### src/chained_hash_table_engine_assert.svh
// Assertion macros shared by the hash table engine RTL.
`ifndef CHAINED_HASH_TABLE_ENGINE_ASSERT_SVH
`define CHAINED_HASH_TABLE_ENGINE_ASSERT_SVH
`ifndef SYNTHESIS
// checked only out of reset
`define CHT_ASSERT(name, prop, msg) \
    name: assert property (@(posedge aclk) disable iff (!aresetn) prop) else $error(msg);
// checked on every edge, reset included
`define CHT_ASSERT_ALWAYS(name, prop, msg) \
    name: assert property (@(posedge aclk) prop) else $error(msg);
`else
`define CHT_ASSERT(name, prop, msg)
`define CHT_ASSERT_ALWAYS(name, prop, msg)
`endif
`endif

### src/cht_ram.sv
// Generic single-write, single-read RAM with registered read data.
module cht_ram #(
    parameter int WIDTH = 8,
    parameter int DEPTH = 16
) (
    input  logic                     aclk,
    input  logic                     we,
    input  logic [$clog2(DEPTH)-1:0] waddr,
    input  logic [WIDTH-1:0]         wdata,
    input  logic                     re,
    input  logic [$clog2(DEPTH)-1:0] raddr,
    output logic [WIDTH-1:0]         rdata
);
    logic [WIDTH-1:0] mem [DEPTH];
    logic [WIDTH-1:0] rdata_reg;

    always_ff @(posedge aclk) begin
        if (we) begin
            mem[waddr] <= wdata;
        end
        if (re) begin
            rdata_reg <= mem[raddr];
        end
    end

    assign rdata = rdata_reg;
endmodule

### config.mk
export PLATFORM = sky130hd
export DESIGN_NAME = cht_ram
export DESIGN_NICKNAME = d
export VERILOG_FILES = /design/src/chained_hash_table_engine_assert.svh /design/src/cht_ram.sv
export SDC_FILE = /design/constraint.sdc
export NUM_CORES = 1
export LEC_CHECK = 0
export BUFFER_PORTS_ARGS = -buffer_cell sky130_fd_sc_hd__buf_4
export CORE_ASPECT_RATIO = 0.7
export CORE_UTILIZATION = 42
export CTS_BUF_LIST = sky130_fd_sc_hd__clkbuf_8
export CTS_CLUSTER_SIZE = 30
export DETAILED_ROUTE_END_ITERATION = 8
export GPL_ROUTABILITY_DRIVEN = 1
export GPL_TIMING_DRIVEN = 0
export SLEW_MARGIN = 20
export SYNTH_ARGS = -nofsm -noshare
export SYNTH_HDL_FRONTEND = slang
export SYNTH_SLANG_ARGS = --single-unit
### constraint.sdc
create_clock -name aclk -period 2.43 [get_ports aclk]
set_input_delay 0.486 -clock aclk [delete_from_list [all_inputs] [get_ports aclk]]
set_output_delay 0.486 -clock aclk [all_outputs]
set_load 0.03 [all_outputs]
==> results.txt <==
- The run finished with clean final reports.
- Met1 Resource Use GR: 0.284
- Compound-cell area share of the yosys netlist: 0.0230
* Syn Inst Count: 229
- Measured against its own limit, the worst slew margin works out to 0.328.
* Top-area cell type share of the netlist area: 0.781
- Largest area contributor in the netlist: edfxtp_1
- No sink is reached through more buffers than the 2 on the longest clock path.
* Sequential share of the synthesized area: 0.781
* Simple logic cell fraction of the synthesized area: 0.0314
* Final design utilization: 0.504
- The routed design has 10.6 mm of wire.
- The H-tree generated during clock tree synthesis spans 4 levels.
* Power after layout: 4.68 mW
- CTS hold repair buffers: 0
- Sorting the synthesized cells by area gives the leading types as edfxtp_1 78%, mux4_2 7.8%, mux4_1 7.0%.
- Total track usage: 0.185
- Per-instance average area after synthesis: 22.8 um^2
- In this run the most used layer during global routing was met1.
- Worst Path Class, Setup: in -> reg
* Area of the mapped netlist: 0.00523 mm^2
* Pwr dens: 779 mW/mm^2
* Number of synthesized flops with an enable pin: 136
* Biggest cell delay along the critical path: 780 ps
- Setup repair after global routing missed its margin: no
- XOR/XNOR Fraction of Synth Area: 0
- DIE AREA: 0.0129 mm^2
- Fraction of layout cells with a size suffix above 1: 0.314
- The worst hold path terminates at rdata[2]$_DFFE_PP_.
* Capture instance of the worst register-to-register path: rdata[0]$_DFFE_PP_
- Of the total power, combinational logic draws 0.061.
* Pin count of the biggest net entering global routing: 17
- 0 antenna diodes ended up in the layout.
* TritonCTS sink count: 136
* Final setup violation count: 0
* CTS tree: done
- Area of all placed cells without fillers: 0.00602 mm^2
* Flip-flop count of the largest register, all copies and words added: 128
* Least-Margin Pin Slew: 1000 ps
- The final layout contains 293 nets.
- Non-Filler Instances: 444
- Number of synthesized register bits: 136
- For this design the total switching power over the nets is 1.10 mW.
- Global-route wire length before repair: 15.8 mm
- On the final layout, the worst hold slack is 343 ps.
- Port Buf Inserts: 25
- Kind of capture point of the worst setup path: register
* Arrival time reported for the critical path endpoint: 1910 ps
* Post-Route Setup TNS: 0 ps
- Measured along the y axis, the die boundary spans 95.3 um.
- Number of cells traversed by the worst hold path: 1
* Routed length per placed instance: 23.8 um
- The number of global-route vias before repair is 2483.
- Sw Share: 0.235
* Number of placed cells counting well taps: 412
- Cell family with the largest share of critical-path delay: simple AND/OR/NAND/NOR gates
- Synthesized net count: 248
- Cells on worst reg2reg path: 3
- Worst setup path startpoint: waddr[2]
* Cell Chain, Critical Path: buf_4 > or3b_2 > nor2_1
* Internal power component: 3.58 mW
- Clock latency on the worst-skew pair: 430 ps
* Post-place setup slack: 76.3 ps
* Routability-driven placement congestion ratio: 0.676
- Dividing the final minimum period by the clock period gives 0.770.
- Time the final worst path needs with I/O delays and setup: 1870 ps
* Flop pwr share: 0.566
- The floorplan has 33 rows.
- Post-synthesis async set-or-reset flop share: 0
- Syn. warnings: 0
* Predominant post-synthesis flop cell: edfxtp_1
- In the synthesized netlist, the cells that appear most often are 136 x edfxtp_1, 18 x mux4_2, 16 x a22oi_1.
- For this run, global-route usage on met2 was measured as 0.252.
* Initial drt markers: 137
- For the worst setup path, the data required time is 2470 ps.
- CTS placed an instance of clkbuf_8 at the clock tree root.
- Fraction of met3 tracks used by global routing: 0.0595
- The worst path meets setup with 558 ps of slack.
- Via count of the routed design: 2420
- Yosys instantiated no cell more often than edfxtp_1.
* Cell with the biggest individual delay on the critical path: nor2_1
- HP Class: in -> reg
* Worst R2R Start: mem[5][0]$_DFFE_PP_
* Number of max-slew violations in the final report: 0
- Internal reg-to-reg setup slack: 830 ps
* Post-DRT Antenna Nets: 0
* Quantity of gates resized following cts: 0
- The startpoint identified for the worst hold timing path is re.
- Max rail drop VDD: 0.419 mV
- The wire-length estimate of the detail-placed layout is 6.94 mm.
- Max_cap viols: 0
- TritonCTS Buffers: 17
* Synthesized-area fraction occupied by adder cells: 0
- I/O pins: 27
- Placeable core region: 0.0119 mm^2
* Critical Path Start Type: input pin
- Clock-pin slew was measured on the worst setup and hold paths at 70 ps.
- Layout-stage area growth over the synthesis result: 15.1%
* Count of final hold-check violations: 0
- Main combinational cell family by area after synthesis: multiplexers
- Number of buffers and inverters on the critical path: 1
* DRC: 0
- Derived from the worst setup path, the maximum achievable clock frequency is 534 MHz.
- Die extent in x: 135 um
- Clock skew on the completed layout was measured at 12.0 ps.
- Post-synth cell types: 18
- Measured against the total synthesized area, the mux share comes to 0.148.
* TritonRoute pass-1 iters: 4
* Number of vias per cell after detailed routing: 5.45
- Once placement finished, the instance area stood at 0.00564 mm^2.
* Clock power share: 0.373
* Total overflow reported by the global router: 0
- Static leakage power: 1.97 nW
- Critical path fanouts, max: 8
* Postcts setup bufs: 0
- For this configuration, the core starts out at a cell density of 0.438.
- The number of antenna violations at the first check in global routing is 0.
cell families (layout without fill, tap and decap cells):
kind of cell,Yosys count,count (layout)
AO/OA/AOI/OAI,16,16
multiplexers,32,32
buffers and inverters,10,68
flip-flops,136,136
AND/OR/NAND/NOR,35,35
how the worst max path moves through the flow:
stage,endpoint,slack [ps],depth (start not counted)
finish,mem[1][5]$_DFFE_PP_,560,3
global route,mem[1][1]$_DFFE_PP_,460,3
CTS,mem[1][1]$_DFFE_PP_,550,3
detailed placement,mem[1][2]$_DFFE_PP_,80,3
global placement,mem[0][7]$_DFFE_PP_,-250,3
floorplan,mem[0][0]$_DFFE_PP_,450,2
layout by cell type, fill, tap and decap left out, drive strengths merged:
cell / synthesis / final
a22oi: 16 / 16
and2: 1 / 1
and2b: 1 / 1
buf: 7 / 33
bufinv: 0 / 1
clkbuf: 0 / 17
clkdlybuf4s25: 3 / 3
clkinv: 0 / 4
clkinvlp: 0 / 4
edfxtp: 136 / 136
inv: 0 / 6
mux4: 32 / 32
nand2: 9 / 9
nand2b: 2 / 2
nand3: 1 / 1
nand3b: 2 / 2
nor2: 13 / 13
nor2b: 1 / 1
nor3: 4 / 4
or3b: 1 / 1
power by group through the flow:
stage	Clock [mW]	Sequential, mW	Combinational (mW)
2_1_floorplan	0	2.73	0.133
3_5_place_dp	0	2.70	0.293
5_1_grt	1.88	2.65	0.312
3_3_place_gp	0	2.70	0.285
4_1_cts	1.78	2.65	0.292
6_report	1.75	2.65	0.288
layer usage:
metal,wire [um],vias to the layer above
met5,0,-
met4,44,0
met3,969,4
met2,4370,86
met1,5190,1255
li1,-,1075
cell type report:
type / count / area [um^2]
timing repair buffer: 26 / 195
tap: 157 / 196
buffer: 10 / 86.3
multi-input combinational: 83 / 1080
fill: 966 / 5920
sequential: 136 / 4080
clock inverter: 15 / 143
clock buffer: 17 / 234
(Power assumes the default switching activity.)
