File: src/chained_hash_table_engine_assert.svh
// Assertion macros shared by the hash table engine RTL.
`ifndef CHAINED_HASH_TABLE_ENGINE_ASSERT_SVH
`define CHAINED_HASH_TABLE_ENGINE_ASSERT_SVH
`ifndef SYNTHESIS
// checked only out of reset
`define CHT_ASSERT(name, prop, msg) \
    name: assert property (@(posedge aclk) disable iff (!aresetn) prop) else $error(msg);
// checked on every edge, reset included
`define CHT_ASSERT_ALWAYS(name, prop, msg) \
    name: assert property (@(posedge aclk) prop) else $error(msg);
`else
`define CHT_ASSERT(name, prop, msg)
`define CHT_ASSERT_ALWAYS(name, prop, msg)
`endif
`endif

File: src/cht_pkg.sv
// Constants, codes and types of the hash table engine.
package cht_pkg;
    localparam int MAX_BUCKETS = 1024;
    localparam int POOL_NODES  = 1024;
    localparam int MIN_BUCKETS = 16;

    localparam int KEY_W  = 32;
    localparam int PAY_W  = 32;
    localparam int CFG_W  = 11;
    localparam int IDX_W  = $clog2(POOL_NODES);
    localparam int LINK_W = IDX_W + 1;
    localparam int BKT_W  = $clog2(MAX_BUCKETS);
    localparam int NODE_W = KEY_W + PAY_W + LINK_W;

    localparam logic [LINK_W-1:0] NULL_LINK = LINK_W'(POOL_NODES);

    typedef enum logic [1:0] {
        OP_SEARCH = 2'd0,
        OP_INSERT = 2'd1,
        OP_REMOVE = 2'd2
    } op_t;

    localparam logic [1:0] STAT_OK   = 2'd0;
    localparam logic [1:0] STAT_MISS = 2'd1;
    localparam logic [1:0] STAT_DUP  = 2'd2;
    localparam logic [1:0] STAT_FULL = 2'd3;

    typedef enum logic [3:0] {
        S_CLEAR,
        S_IDLE,
        S_MOD,
        S_HEAD_RD,
        S_HEAD_WT,
        S_NODE_WT,
        S_POP_WT,
        S_LINK_WR,
        S_RESP
    } state_t;

    typedef struct packed {
        logic             start;
        logic [KEY_W-1:0] dividend;
        logic [CFG_W-1:0] divisor;
    } mod_req_t;

    typedef struct packed {
        logic             done;
        logic [CFG_W-1:0] rem;
    } mod_rsp_t;
endpackage

File: src/cht_mod.sv
// Key modulo bucket count, four quotient bits per cycle.
module cht_mod (
    input  logic              aclk,
    input  logic              aresetn,
    input  cht_pkg::mod_req_t req,
    output cht_pkg::mod_rsp_t rsp
);
    localparam int DIGIT = 4;
    localparam int ITER  = cht_pkg::KEY_W / DIGIT;
    localparam int CW    = $clog2(ITER);

    logic [cht_pkg::KEY_W-1:0] dvd_reg, dvd_next;
    logic [cht_pkg::CFG_W-1:0] rem_reg, rem_next;
    logic [cht_pkg::CFG_W-1:0] div_reg, div_next;
    logic [CW-1:0]             cnt_reg, cnt_next;
    logic                      busy_reg, busy_next;
    logic                      done_reg, done_next;

    always_comb begin
        logic [cht_pkg::CFG_W:0]   r;
        logic [cht_pkg::KEY_W-1:0] d;
        dvd_next  = dvd_reg;
        rem_next  = rem_reg;
        div_next  = div_reg;
        cnt_next  = cnt_reg;
        busy_next = busy_reg;
        done_next = 1'b0;
        r = {1'b0, rem_reg};
        d = dvd_reg;
        if (req.start) begin
            dvd_next  = req.dividend;
            rem_next  = '0;
            div_next  = req.divisor;
            cnt_next  = '0;
            busy_next = 1'b1;
        end else if (busy_reg) begin
            for (int i = 0; i < DIGIT; i++) begin
                r = {r[cht_pkg::CFG_W-1:0], d[cht_pkg::KEY_W-1]};
                d = {d[cht_pkg::KEY_W-2:0], 1'b0};
                if (r >= {1'b0, div_reg}) begin
                    r = r - {1'b0, div_reg};
                end
            end
            dvd_next = d;
            rem_next = r[cht_pkg::CFG_W-1:0];
            cnt_next = cnt_reg + CW'(1);
            if (cnt_reg == CW'(ITER - 1)) begin
                busy_next = 1'b0;
                done_next = 1'b1;
            end
        end
    end

    always_ff @(posedge aclk) begin
        if (!aresetn) begin
            busy_reg <= 1'b0;
            done_reg <= 1'b0;
            cnt_reg  <= '0;
        end else begin
            busy_reg <= busy_next;
            done_reg <= done_next;
            cnt_reg  <= cnt_next;
        end
        dvd_reg <= dvd_next;
        rem_reg <= rem_next;
        div_reg <= div_next;
    end

    assign rsp.done = done_reg;
    assign rsp.rem  = rem_reg;
endmodule

File: config.mk
export PLATFORM = sky130hd
export DESIGN_NAME = cht_mod
export DESIGN_NICKNAME = d
export VERILOG_FILES = /design/src/chained_hash_table_engine_assert.svh /design/src/cht_pkg.sv /design/src/cht_mod.sv
export SDC_FILE = /design/constraint.sdc
export NUM_CORES = 1
export LEC_CHECK = 0
export BUFFER_PORTS_ARGS = -buffer_cell sky130_fd_sc_hd__buf_4
export CAP_MARGIN = 20
export CORE_MARGIN = 10
export CORE_UTILIZATION = 55
export CTS_CLUSTER_SIZE = 28
export DETAILED_ROUTE_END_ITERATION = 8
export PLACE_DENSITY = 0.76
export REMOVE_ABC_BUFFERS = 1
export SETUP_SLACK_MARGIN = 0.1
export SYNTH_ARGS = -nofsm -noshare
export SYNTH_HDL_FRONTEND = slang
export SYNTH_SLANG_ARGS = --single-unit
File: constraint.sdc
create_clock -name aclk -period 18.14 [get_ports aclk]
set_input_delay 1.814 -clock aclk [delete_from_list [all_inputs] [get_ports aclk]]
set_output_delay 1.814 -clock aclk [all_outputs]
set_load 0.01 [all_outputs]
==> results.json <==
{
  "fillers": 749,
  "grt_pass1_vias": 3910,
  "io_buffers": 57,
  "gp_congestion": 0.937,
  "wirelength_mm": 12.1,
  "drv_slew": 0,
  "synth_flop_cell": "edfxtp_1",
  "drt_first_pass_iters": 5,
  "rows": 34,
  "slowest_delay_ns": 0.82,
  "die_area_sq_mm": 0.0129,
  "period_minus_slack_ns": 10.26,
  "post_cts_resized": 0,
  "crit_type": "flip-flop to flip-flop",
  "synth_cell_types": 63,
  "clock-sinks": 59,
  "vias": 3897,
  "synth-async-reset-ratio_pct": 0,
  "ys_seq_area_share_pct": 33.6,
  "worstSkewPairLatency_ns": 0.34,
  "clock-root-buffer": "clkbuf_8",
  "worstPathRequired_ns": 18.38,
  "io_pins": 58,
  "clkTransAtPathRegs_ns": 0.07,
  "place_area_sq_mm": 0.00527,
  "synth_area_sq_mm": 0.00480,
  "finalSetupViolations": 0,
  "cts_setup_buffers": 0,
  "dr.first_iter.drc_count": 259,
  "cts_tree": "yes",
  "cts_max_level": 3,
  "syn_inst": 480,
  "cts_buffer_depth": 2,
  "slowest_stage": "nor2b_1",
  "n_antenna_cell": 0,
  "setup.worst_path.start_class": "flip-flop",
  "whs_ns": 0.510,
  "final.period_utilization_pct": 56.6,
  "max_slew_margin_pct": 29.6,
  "area_growth_pct": 13.8,
  "die_w_um": 113,
  "overflow": 0,
  "cap_violations": 0,
  "rsz0062_at_grt": "no",
  "grt_pass1_wl_mm": 19.7,
  "yosysWarnings": 0,
  "grt_max_degree": 60,
  "ant_nets": 0,
  "synth-seq-cells": 59,
  "worstPathMaxFanout": 15,
  "nets": 631,
  "drive_above_1_share_pct": 25.0,
  "cp.arrival_ns": 10.50,
  "cp-end-kind": "flip-flop",
  "hpwl_mm": 9.52,
  "worst_slew_pin_slew_ns": 1.05,
  "post_cts_hold_buffer_count": 0,
  "status": "finished clean",
  "crit_buf_inv": 1,
  "fin_area_sq_mm": 0.00546,
  "antenna_found_initial": 0,
  "largest_reg_flops": 32,
  "setup_tns_ns": 0,
  "skew_ns": 0.00975,
  "path_delay_family": "compound AO/OA/AOI/OAI gates",
  "drcViolationCount": 0,
  "via_per_inst": 6.01,
  "initial_core_util_pct": 55.9,
  "wl_per_cell_um": 18.7,
  "grt.total_usage_pct": 18.7,
  "hold_class": "flip-flop to flip-flop",
  "syn_avg_cell_area_sq_um": 10.0,
  "coreArea_sq_mm": 0.00859,
  "die_h_um": 113,
  "synth-edff-count": 43,
  "numCtsBuffers": 9,
  "fmax_mhz": 97.5,
  "hold_viol": 0
}
## metal layers
metal  vias up  part of all wire [%]  global-route usage, %
met2       116                    50                   32.1
met4         0                   1.6                   5.75
met5         -                     0                      0
met1      1852                    43                   23.0
li1       1911                     -                      -
met3        18                   5.7                   4.04
## synthesized netlist by cell type, drive strengths merged, types with 4 or more instances
cell	n	area share (%)
mux2	50	12
ha	46	12
edfxtp	43	27
nor2	42	3.3
inv	30	2.3
o21ai	26	2.7
a21oi	23	2.4
nand3	21	2.2
nand2	17	1.3
dfxtp	16	6.7
xnor2	16	2.9
a211oi	12	2.1
buf	10	1.7
xor2	10	1.8
a311oi	7	1.3
nand2b	7	0.96
nor2b	7	0.91
nor3	7	0.73
o21a	7	1.1
or3	7	1.0
a21o	6	0.96
and2	6	0.78
mux2i	6	1.3
nand4	6	0.91
clkbuf	4	0.31
fa	4	1.7
o31ai	4	0.91
or2	4	0.52
## cell families (layout without fill, tap and decap cells)
kind of cell             after synthesis  in the layout  synth area share (%)
AND/OR/NAND/NOR                      131            131                  13.8
AO/OA/AOI/OAI                        114            114                  16.8
flip-flops                            59             59                  33.6
multiplexers                          56             56                  13.1
adder cells (fa/ha/maj)               50             50                  13.7
buffers and inverters                 44            104                  4.40
XOR/XNOR                              26             26                  4.74
## metrics by stage
step,setup slack [ns],instances,utilization (%)
final,7.88,648,63.6
after floorplan,9.36,466,-
after global routing,7.25,648,63.6
after global placement,8.10,631,61.3
after CTS,7.72,647,63.5
after detailed placement,7.76,631,61.3
## final cells by class
class | instances | area, sq um | share of cell area (%)
multi-input combinational | 377 | 2980 | 54.5
sequential | 59 | 1610 | 29.5
timing repair buffer | 58 | 433 | 7.92
tap | 108 | 135 | 2.47
clock buffer | 10 | 128 | 2.34
inverter | 30 | 113 | 2.06
clock inverter | 6 | 65.1 | 1.19
## worst min-delay path: stages (launching register included)
cell and delay (ns):
dfxtp_1 0.34, mux2i_1 0.07, nor2_1 0.07
## cells in the final DEF, fill, tap and decap left out, drive strengths merged, types with 3 or more instances in the layout
cell / Yosys / final
mux2: 50 / 50
o21a: 7 / 7
o31ai: 4 / 4
o311ai: 3 / 3
a221oi: 3 / 3
nand2b: 7 / 7
clkinv: 0 / 3
a21o: 6 / 6
dfxtp: 16 / 16
nand3: 21 / 21
fa: 4 / 4
xnor2: 16 / 16
nor2: 42 / 42
clkbuf: 4 / 10
nor2b: 7 / 7
or3: 7 / 7
or2: 4 / 4
buf: 10 / 58
a21oi: 23 / 23
ha: 46 / 46
xor2: 10 / 10
mux2i: 6 / 6
inv: 30 / 31
and2: 6 / 6
a211oi: 12 / 12
o21ai: 26 / 26
nand4: 6 / 6
a311oi: 7 / 7
nor3: 7 / 7
edfxtp: 43 / 43
o211ai: 3 / 3
a211o: 3 / 3
nor3b: 3 / 3
nand2: 17 / 17
## worst paths after layout
kind / start / slack (ns) / end / depth (start not counted)
max: div_reg[5] / 7.88 / rem_reg[0] / 32
min: cnt_reg[1] / 0.51 / cnt_reg[1] / 2
max reg2reg: div_reg[5] / 7.88 / rem_reg[0] / 32
min reg2reg: cnt_reg[1] / 0.51 / cnt_reg[1] / 2
Power is not shown: default switching activity piles up to over one toggle a cycle in this logic, so the estimate is an artifact.
